[src/cddc_pkg.sv]
`timescale 1ns / 1ps
`default_nettype none

package cddc_pkg;

    localparam int CDDC_COUNT_BITS = 16;
    localparam int DAY_W   = 5;
    localparam int MONTH_W = 4;
    localparam int YEAR_W  = 14;

    // floor(y / 100) = (y * DIV100_MUL) >> DIV100_SHIFT, exact for 14-bit y
    localparam int DIV100_MUL   = 5243;
    localparam int DIV100_SHIFT = 19;
    localparam int PROD_W       = YEAR_W + 13;

    localparam logic [MONTH_W-1:0] MONTH_FEB = MONTH_W'(2);
    localparam logic [MONTH_W-1:0] MONTH_DEC = MONTH_W'(12);
    localparam logic [MONTH_W-1:0] MONTH_JAN = MONTH_W'(1);
    localparam logic [6:0]         YREM_MAX  = 7'd99;

    typedef enum logic [2:0] {
        S_IDLE,
        S_CHK_START,
        S_CHK_END,
        S_WALK,
        S_DONE
    } t_state;

    typedef struct packed {
        logic load;
        logic chk_start;
        logic chk_end;
        logic step;
        logic finish;
    } t_dp_cmd;

    typedef struct packed {
        logic done;
        logic out_free;
    } t_dp_sts;

    typedef struct packed {
        logic [6:0] rem;   // y % 100
        logic [1:0] q4;    // (y / 100) % 4
    } t_ydiv;

    function automatic t_ydiv year_div(input logic [YEAR_W-1:0] y);
        logic [PROD_W-1:0] prod;
        logic [7:0]        q;
        logic [YEAR_W-1:0] qx100;
        t_ydiv             res;
        prod  = PROD_W'(y) * PROD_W'(DIV100_MUL);
        q     = prod[DIV100_SHIFT +: 8];
        qx100 = (YEAR_W'(q) << 6) + (YEAR_W'(q) << 5) + (YEAR_W'(q) << 2);
        res.rem = 7'(y - qx100);
        res.q4  = q[1:0];
        return res;
    endfunction

    function automatic logic is_leap(input logic [1:0] y_lo, input t_ydiv d);
        return ((y_lo == 2'd0) && (d.rem != 7'd0)) || ((d.rem == 7'd0) && (d.q4 == 2'd0));
    endfunction

    function automatic logic [DAY_W-1:0] days_in(input logic [MONTH_W-1:0] m,
                                                 input logic leap);
        logic [DAY_W-1:0] len;
        unique case (m)
            4'd1, 4'd3, 4'd5, 4'd7, 4'd8, 4'd10, 4'd12: len = DAY_W'(31);
            4'd4, 4'd6, 4'd9, 4'd11:                    len = DAY_W'(30);
            MONTH_FEB: len = leap ? DAY_W'(29) : DAY_W'(28);
            default:   len = DAY_W'(0);
        endcase
        return len;
    endfunction

endpackage

`default_nettype wire

[src/cddc_ctrl.sv]
`timescale 1ns / 1ps
`default_nettype none

module cddc_ctrl
    import cddc_pkg::*;
(
    input  wire logic    i_clk,
    input  wire logic    i_rst_n,
    input  wire logic    i_valid,
    output logic         o_ready,
    output t_dp_cmd      o_cmd,
    input  wire t_dp_sts i_sts
);

    t_state r_state;
    t_state n_state;

    always_ff @(posedge i_clk) begin
        if (!i_rst_n) begin
            r_state <= S_IDLE;
        end else begin
            r_state <= n_state;
        end
    end

    always_comb begin
        n_state = r_state;
        unique case (r_state)
            S_IDLE: begin
                if (i_valid) n_state = S_CHK_START;
            end
            S_CHK_START: n_state = S_CHK_END;
            S_CHK_END:   n_state = S_WALK;
            S_WALK: begin
                if (i_sts.done) n_state = S_DONE;
            end
            S_DONE: begin
                if (i_sts.out_free) n_state = S_IDLE;
            end
            default: n_state = S_IDLE;
        endcase
    end

    always_comb begin
        o_ready = 1'b0;
        o_cmd   = '0;
        unique case (r_state)
            S_IDLE: begin
                o_ready    = 1'b1;
                o_cmd.load = i_valid;
            end
            S_CHK_START: o_cmd.chk_start = 1'b1;
            S_CHK_END:   o_cmd.chk_end   = 1'b1;
            S_WALK:      o_cmd.step      = !i_sts.done;
            S_DONE:      o_cmd.finish    = i_sts.out_free;
            default: ;
        endcase
    end

endmodule

`default_nettype wire

[src/cddc_dp.sv]
`timescale 1ns / 1ps
`default_nettype none

module cddc_dp
    import cddc_pkg::*;
#(
    parameter int COUNT_BITS = CDDC_COUNT_BITS
) (
    input  wire logic                  i_clk,
    input  wire logic                  i_rst_n,
    input  wire t_dp_cmd               i_cmd,
    output t_dp_sts                    o_sts,
    input  wire logic [DAY_W-1:0]      i_start_day,
    input  wire logic [MONTH_W-1:0]    i_start_month,
    input  wire logic [YEAR_W-1:0]     i_start_year,
    input  wire logic [DAY_W-1:0]      i_end_day,
    input  wire logic [MONTH_W-1:0]    i_end_month,
    input  wire logic [YEAR_W-1:0]     i_end_year,
    input  wire logic                  i_include_end,
    output logic                       o_valid,
    input  wire logic                  i_ready,
    output logic [COUNT_BITS-1:0]      o_day_count,
    output logic                       o_saturated,
    output logic                       o_bad_date
);

    logic [DAY_W-1:0]    r_walk_day,   n_walk_day;
    logic [MONTH_W-1:0]  r_walk_month, n_walk_month;
    logic [YEAR_W-1:0]   r_walk_year,  n_walk_year;
    logic [DAY_W-1:0]    r_tgt_day;
    logic [MONTH_W-1:0]  r_tgt_month;
    logic [YEAR_W-1:0]   r_tgt_year;
    logic                r_inc;
    logic [COUNT_BITS:0] r_count;
    t_ydiv               r_ydiv, n_ydiv;
    logic                r_bad;
    logic                r_out_valid;
    logic [COUNT_BITS-1:0] r_out_count;
    logic                r_out_sat;
    logic                r_out_bad;

    logic [YEAR_W-1:0]   chk_year;
    logic [DAY_W-1:0]    chk_day;
    logic [MONTH_W-1:0]  chk_month;
    t_ydiv               chk_div;
    logic [DAY_W-1:0]    chk_len;
    logic                chk_ok;
    logic [DAY_W-1:0]    walk_len;
    logic                walk_lt;
    logic                fin_sat;

    // shared leap/validity check: start date first, end date second
    always_comb begin
        chk_year  = i_cmd.chk_end ? r_tgt_year  : r_walk_year;
        chk_day   = i_cmd.chk_end ? r_tgt_day   : r_walk_day;
        chk_month = i_cmd.chk_end ? r_tgt_month : r_walk_month;
        chk_div   = year_div(chk_year);
        chk_len   = days_in(chk_month, is_leap(chk_year[1:0], chk_div));
        chk_ok    = (chk_day != '0) && (chk_day <= chk_len);
    end

    always_comb begin
        walk_len = days_in(r_walk_month, is_leap(r_walk_year[1:0], r_ydiv));
        walk_lt  = {r_walk_year, r_walk_month, r_walk_day}
                 < {r_tgt_year, r_tgt_month, r_tgt_day};
    end

    // next calendar day
    always_comb begin
        n_walk_day   = r_walk_day + DAY_W'(1);
        n_walk_month = r_walk_month;
        n_walk_year  = r_walk_year;
        n_ydiv       = r_ydiv;
        if (r_walk_day == walk_len) begin
            n_walk_day = DAY_W'(1);
            if (r_walk_month == MONTH_DEC) begin
                n_walk_month = MONTH_JAN;
                n_walk_year  = r_walk_year + YEAR_W'(1);
                if (r_ydiv.rem == YREM_MAX) begin
                    n_ydiv.rem = 7'd0;
                    n_ydiv.q4  = r_ydiv.q4 + 2'd1;
                end else begin
                    n_ydiv.rem = r_ydiv.rem + 7'd1;
                end
            end else begin
                n_walk_month = r_walk_month + MONTH_W'(1);
            end
        end
    end

    always_comb begin
        o_sts.done     = r_bad || !walk_lt || r_count[COUNT_BITS];
        o_sts.out_free = !r_out_valid || i_ready;
        fin_sat        = r_count[COUNT_BITS] || (r_inc && (&r_count[COUNT_BITS-1:0]));
    end

    always_ff @(posedge i_clk) begin
        if (i_cmd.load) begin
            r_walk_day   <= i_start_day;
            r_walk_month <= i_start_month;
            r_walk_year  <= i_start_year;
            r_tgt_day    <= i_end_day;
            r_tgt_month  <= i_end_month;
            r_tgt_year   <= i_end_year;
            r_inc        <= i_include_end;
            r_count      <= '0;
            r_bad        <= 1'b0;
        end else if (i_cmd.chk_start) begin
            r_ydiv <= chk_div;
            r_bad  <= !chk_ok;
        end else if (i_cmd.chk_end) begin
            r_bad  <= r_bad || !chk_ok;
        end else if (i_cmd.step) begin
            r_walk_day   <= n_walk_day;
            r_walk_month <= n_walk_month;
            r_walk_year  <= n_walk_year;
            r_ydiv       <= n_ydiv;
            r_count      <= r_count + (COUNT_BITS+1)'(1);
        end
        if (i_cmd.finish) begin
            r_out_bad <= r_bad;
            if (r_bad) begin
                r_out_count <= '0;
                r_out_sat   <= 1'b0;
            end else if (fin_sat) begin
                r_out_count <= '1;
                r_out_sat   <= 1'b1;
            end else begin
                r_out_count <= r_count[COUNT_BITS-1:0] + COUNT_BITS'(r_inc);
                r_out_sat   <= 1'b0;
            end
        end
    end

    always_ff @(posedge i_clk) begin
        if (!i_rst_n) begin
            r_out_valid <= 1'b0;
        end else if (i_cmd.finish) begin
            r_out_valid <= 1'b1;
        end else if (i_ready) begin
            r_out_valid <= 1'b0;
        end
    end

    assign o_valid     = r_out_valid;
    assign o_day_count = r_out_count;
    assign o_saturated = r_out_sat;
    assign o_bad_date  = r_out_bad;

endmodule

`default_nettype wire

[src/calendar_day_difference_counter.sv]
// A result word follows the start-date check, the end-date check and a walk of N days,
//   N capped at 2^COUNT_BITS; bad dates skip the walk.
// Words are taken one at a time; the walk loop steps one day per cycle.
// The result register holds a finished word while the next word is taken.
// Reset (i_rst_n low, synchronous): controller to idle, result register empty.
`timescale 1ns / 1ps
`default_nettype none

module calendar_day_difference_counter
    import cddc_pkg::*;
#(
    parameter int COUNT_BITS = CDDC_COUNT_BITS
) (
    input  wire logic                  i_clk,
    input  wire logic                  i_rst_n,
    input  wire logic                  i_valid,
    output logic                       o_ready,
    input  wire logic [DAY_W-1:0]      i_start_day,
    input  wire logic [MONTH_W-1:0]    i_start_month,
    input  wire logic [YEAR_W-1:0]     i_start_year,
    input  wire logic [DAY_W-1:0]      i_end_day,
    input  wire logic [MONTH_W-1:0]    i_end_month,
    input  wire logic [YEAR_W-1:0]     i_end_year,
    input  wire logic                  i_include_end,
    output logic                       o_valid,
    input  wire logic                  i_ready,
    output logic [COUNT_BITS-1:0]      o_day_count,
    output logic                       o_saturated,
    output logic                       o_bad_date
);

    t_dp_cmd cmd;
    t_dp_sts sts;

    cddc_ctrl u_ctrl (
        .i_clk   (i_clk),
        .i_rst_n (i_rst_n),
        .i_valid (i_valid),
        .o_ready (o_ready),
        .o_cmd   (cmd),
        .i_sts   (sts)
    );

    cddc_dp #(
        .COUNT_BITS (COUNT_BITS)
    ) u_dp (
        .i_clk         (i_clk),
        .i_rst_n       (i_rst_n),
        .i_cmd         (cmd),
        .o_sts         (sts),
        .i_start_day   (i_start_day),
        .i_start_month (i_start_month),
        .i_start_year  (i_start_year),
        .i_end_day     (i_end_day),
        .i_end_month   (i_end_month),
        .i_end_year    (i_end_year),
        .i_include_end (i_include_end),
        .o_valid       (o_valid),
        .i_ready       (i_ready),
        .o_day_count   (o_day_count),
        .o_saturated   (o_saturated),
        .o_bad_date    (o_bad_date)
    );

endmodule

`default_nettype wire

[config.mk]
export PLATFORM = sky130hd
export DESIGN_NAME = calendar_day_difference_counter
export DESIGN_NICKNAME = d
export VERILOG_FILES = /design/src/cddc_pkg.sv /design/src/cddc_ctrl.sv /design/src/cddc_dp.sv /design/src/calendar_day_difference_counter.sv
export SDC_FILE = /design/constraint.sdc
export NUM_CORES = 1
export LEC_CHECK = 0
export BUFFER_PORTS_ARGS = -buffer_cell sky130_fd_sc_hd__buf_2
export CAP_MARGIN = 10
export CORE_ASPECT_RATIO = 1.4
export CORE_MARGIN = 5
export CORE_UTILIZATION = 55
export CTS_CLUSTER_DIAMETER = 30
export CTS_CLUSTER_SIZE = 10
export DETAILED_ROUTE_END_ITERATION = 10
export HOLD_SLACK_MARGIN = 0.1
export MAX_ROUTING_LAYER = met4
export PLACE_DENSITY = 0.77
export SYNTH_ARGS = -nofsm -noshare
export SYNTH_HDL_FRONTEND = slang
export SYNTH_SLANG_ARGS = --single-unit
[constraint.sdc]
create_clock -name i_clk -period 9 [get_ports i_clk]
set_input_delay 1.35 -clock i_clk [delete_from_list [all_inputs] [get_ports i_clk]]
set_output_delay 1.35 -clock i_clk [all_outputs]
set_load 0.02 [all_outputs]
==> metrics.cfg, run 1 <==
[cts]
hold_buffers=0
worstSkewPairLatency_ns=0.35
htreeDepth=3
cts_tree=built
root_buffer=clkbuf_16
clock_sinks=96
cts_buffers=9
clk_path_buf_depth=2
clk_pin_slew_ns=0.07

[floorplan]
row_count=55
core_area_um2=16000
die_x_um=117
dieArea_um2=18800
die_height_um=160
io_pins=71
start_util_pct=55.3

[logic_synthesis]
ys_seq_elements=96
ys_async_sr_fraction_pct=0
yosysWarningCount=0
synthCells=922
muxShareOfSynthArea_pct=2.50
synth_compound_area_share_pct=11.0
synth_simple_gate_area_share_pct=11.1
ys_seq_area_share_pct=30.0
synth_xor_xnor_area_share_pct=7.77
ys.flop_type=edfxtp_1
synth_edf_count=74
synth_nets=1154
synth_area_um2=8860
synth_top_family_by_area=adder cells
syn_avg_cell_area_um2=9.61
synthAdderAreaFrac_pct=29.8
yosys.cell_types.count=57

[outcome]
outcome=finished, final reports clean

[critical_path]
crit_type=reg2reg
critical-path-max-stage-delay_ns=0.54
endpoint_kind=flop
crit_family=adder cells
worstPathRequired_ns=9.21
worst-path-buf-inv=5
crit_fanout=17
cp-start-kind=flop
cp.arrival_ns=8.66
crit_top_cell=ha_1
slowest_stage=fa_1

[grt]
grt.total_usage_pct=22.3
grt_pass1_vias=6956
grt_max_degree=54
antenna_found_initial=0
grt_pass1_wl_um=32500
grt.overflow.total=0

[placed_design]
hpwl_um=16100
place_inst=1188
io_buffer_count=70
dp_slack_ns=0.223
gp_congestion=0.905

[sta]
fin_crit_ns=8.45
hold_viol=0
fin_skew_ns=0.00982
relSlewSlack_pct=39.5
slew_violations=0
holdWs_ns=0.525
setup_violations=0
worst_slack_ns=0.550
finalCritPeriodShare_pct=93.9
max_freq_mhz=118
tightest_slew_ns=0.908

[cells_and_area]
drive_above_1_share_pct=13.7
mostFrequentLayoutCells=inv_1 (153), ha_1 (131), edfxtp_1 (74)
antennaDiodeCount=0
final_util_pct=62.1
final_nets=1237
fin_cells=1209
mostFrequentLayoutCell=inv_1
syn_to_final_growth_pct=12.3

[routing]
routed_wl_um=20100
viasPerCell=5.61
wl_met2_um=10700
wl_met1_um=8110
drcViolationCount=0
drtIter0Drc=327
postRouteAntennaNets=0
wl_per_cell_um=16.6
met3_length_um=556
firstDrtPassIters=5
route.vias.total=6783
top_layer=met4

[flow_run]
cap_violations=0

[min_path]
holdCritPathClass=reg2reg

## registers in the layout, summed over array words and instances (netlist names), 3 cells and up
register / count
u_dp.r_tgt_year: 14
u_dp.r_ydiv: 9
u_dp.o_day_count: 16
u_dp.r_tgt_day: 5
u_ctrl.r_state: 3
u_dp.r_walk_day: 5
u_dp.r_tgt_month: 4
u_dp.r_walk_year: 14
u_dp.r_count: 17
u_dp.r_walk_month: 4
## synth_stat cells, types with 14 or more instances
master    number  area (µm²)
mux2i_1       14         140
nand3_1       27         135
ha_1         131        1640
o21ai_0       29         145
a21o_1        14         105
xnor2_1       50         438
fa_1          50        1000
inv_1        154         578
edfxtp_1      74        2220
dfxtp_1       22         440
nand2_1       63         236
a21oi_1       61         305
xor2_1        26         228
clkbuf_1      17        63.8
nor2_1        53         199
## worst min-delay path, stage by stage (launching register included)
cell	delay (ns)
dfxtp_1	0.36
nand2_1	0.07
a21oi_1	0.05
## per-layer routing
| layer | global-route usage (%) | vias to the layer above |
|---|---|---|
| met5 | - | - |
| met3 | 2.20 | 44 |
| met1 | 25.8 | 3270 |
| met4 | 8.35 | 0 |
| li1 | - | 3305 |
| met2 | 39.1 | 164 |
## cell type report
cell class | instances | area [µm²]
fillers | 1269 | 6080
repair buffers | 94 | 543
inverters | 157 | 593
flip-flops and latches | 96 | 2670
multi-input cells | 647 | 5580
clock buffers | 9 | 225
well taps | 199 | 249
clock inverters | 7 | 101
## cells by family (layout without fill, tap and decap cells)
family | after synthesis | in the layout
AND/OR/NAND/NOR | 208 | 208
adder cells (fa/ha/maj) | 181 | 181
buffers and inverters | 179 | 267
AO/OA/AOI/OAI | 161 | 161
flip-flops | 96 | 96
XOR/XNOR | 77 | 77
multiplexers | 20 | 20
## per-stage QoR
stage | instance area, µm² | setup TNS [ns]
2_1_floorplan | 8860 | 0
3_3_place_gp | 9510 | 0
3_5_place_dp | 9510 | 0
4_1_cts | 9840 | 0
5_1_grt | 9950 | -0.0636
6_report | 9950 | 0
## worst paths after layout
check	slack, ns	start	endpoint	cells past startpoint
min reg2reg	0.52	u_dp.r_count[1]	u_dp.r_count[1]	2
max	0.55	u_ctrl.r_state[2]	u_dp.r_bad	41
max reg2reg	0.55	u_ctrl.r_state[2]	u_dp.r_bad	41
min	0.52	u_dp.r_count[1]	u_dp.r_count[1]	2
## repair_timing
item                       in CTS  in global routing
gates resized for setup         0                 21
setup endpoints to repair       0                  1
buffers inserted                0                  5
Power of run 1 is not shown: default switching activity piles up to over one toggle a cycle in this logic, so the estimate is an artifact.
==> inputs of run 2 (changes only) <==
--- a/config.mk
+++ b/config.mk
@@ -15,7 +15,7 @@
 export DETAILED_ROUTE_END_ITERATION = 10
 export HOLD_SLACK_MARGIN = 0.1
 export MAX_ROUTING_LAYER = met4
-export PLACE_DENSITY = 0.77
+export PLACE_DENSITY = 0.74
 export SYNTH_ARGS = -nofsm -noshare
 export SYNTH_HDL_FRONTEND = slang
 export SYNTH_SLANG_ARGS = --single-unit
==> constraint.sdc (replaced) <==
create_clock -name i_clk -period 9.1 [get_ports i_clk]
set_input_delay 1.365 -clock i_clk [delete_from_list [all_inputs] [get_ports i_clk]]
set_output_delay 1.365 -clock i_clk [all_outputs]
set_load 0.02 [all_outputs]
==> run 2 against run 1 <==
  * Sequential share of layout area increased by 0.24 points
  * Critical path depth increased by 2
  * Non-clock buffer count decreased by 7
  * Global-route usage increased by 0.19 points
  * Register-to-register slack improved by 0.03 ns
  * Final cell count decreased by 0.58%
  * Design area decreased by 0.99%
  * Worst setup slack improved by 0.034 ns
  * Clock skew decreased by 0.0013 ns
  * Count of clock-buffer cells in the layout unchanged
  * Critical endpoint unchanged
==> metrics.cfg, run 2 (same netlist as run 1, synthesis figures left out) <==
[cells_and_area]
fill_cells=1337
mostFrequentLayoutCells=inv_1 (154), ha_1 (131), edfxtp_1 (74)
fin_cells=1202
final_nets=1230
antennaDiodeCount=0
mostFrequentLayoutCell=inv_1
syn_to_final_growth_pct=11.2
drive_above_1_share_pct=12.5
regMostFlops=u_dp.r_count
largest_register_ffs=17

[floorplan]
die_x_um=117
core_area_um2=16000
start_util_pct=55.3
io_pins=71
die_height_um=160
dieArea_um2=18800
row_count=55

[critical_path]
crit_type=reg2reg
cp-start-kind=flop
endpoint_kind=flop
slowest_stage=fa_1
crit_start=u_ctrl.r_state[2]
crit_family=adder cells
critical-path-max-stage-delay_ns=0.54
crit_top_cell=ha_1
cp.arrival_ns=8.73
r2r_slack_ns=0.58
crit_fanout=17
worstPathRequired_ns=9.31
worst-path-buf-inv=6
rr_startpoint=u_ctrl.r_state[2]

[routing]
wl_per_cell_um=16.4
drcViolationCount=0
route.vias.total=6673
drtIter0Drc=328
viasPerCell=5.55
postRouteAntennaNets=0
firstDrtPassIters=5
routed_wl_um=19800

[sta]
tightest_slew_ns=0.843
fin_skew_ns=0.00851
max_freq_mhz=117
hold_viol=0
finalCritPeriodShare_pct=93.6
relSlewSlack_pct=43.7
slew_violations=0
setup_tns_ns=0
setup_violations=0
fin_crit_ns=8.52

[cts]
htreeDepth=3
clk_pin_slew_ns=0.07
clock_sinks=96
cts_buffers=9
root_buffer=clkbuf_16
hold_buffers=0
cts_tree=built
worstSkewPairLatency_ns=0.34
clk_path_buf_depth=2

[outcome]
outcome=finished, final reports clean

[min_path]
min-delay-start=u_dp.r_count[15]
holdCritPathClass=reg2reg

[placed_design]
place_inst=1185
io_buffer_count=70
gp_congestion=0.912
hpwl_um=15800

[grt]
grt_pass1_wl_um=33000
antenna_found_initial=0
grt.overflow.total=0
grt_max_degree=58
grt.total_usage_pct=22.5
grt_pass1_vias=6957

[flow_run]
cap_violations=0

## run 2: changes by cell type in the layout (fill, tap and decap cells not counted), moves of 2 or more
cell / change
clkinv_1: +2
dfxtp_2: -2
dfxtp_1: +2
buf_4: -7
## run 2: area by class of cell
cell class                 instances  area, µm²  share of cell area (%)
multi-input combinational        647       5570                    56.5
inverter                         157        589                    5.98
clock inverter                     7       68.8                   0.698
clock buffer                       9        225                    2.29
tap                              199        249                    2.53
sequential                        96       2660                    27.0
timing repair buffer              87        490                    4.98
## run 2: metrics by stage
step	utilization (%)	area (µm²)	setup slack (ns)	hold WS, ns
detailed placement	59.2	9490	0.313	0.490
global route	61.5	9850	-0.0667	0.530
global placement	59.2	9490	0.557	0.483
CTS	61.0	9780	0.261	0.498
floorplan	-	8860	0.376	0.406
finish	61.5	9850	0.584	0.498
## run 2: what timing repair did
item / CTS / global route
resized for setup: 0 / 15
buffers inserted: 0 / 1
setup endpoints to repair: 0 / 1
## run 2: path summary, 6_finish.rpt
path | end | cells after the start
setup / recovery | u_dp.r_bad | 43
hold reg to reg | u_dp.r_count[15] | 2
hold / removal | u_dp.r_count[15] | 2
setup reg to reg | u_dp.r_bad | 43
## run 2: layer usage
layer	part of all wire [%]	global-route usage, %	up-vias
li1	-	-	3288
met1	41	26.6	3177
met2	53	38.9	167
met3	3.4	2.16	41
met4	3.3	8.45	0
met5	0	-	-
## run 2: worst register-to-register path, delay by kind of cell (launching register included)
kind | cells | cell delay (ns)
adder cells (fa/ha/maj) | 9 | 3.14
AO/OA/AOI/OAI | 10 | 1.56
XOR/XNOR | 7 | 1.30
AND/OR/NAND/NOR | 10 | 1.11
buffers and inverters | 6 | 0.67
flip-flops | 1 | 0.36
multiplexers | 1 | 0.20
Power of run 2 is left out for the same reason.
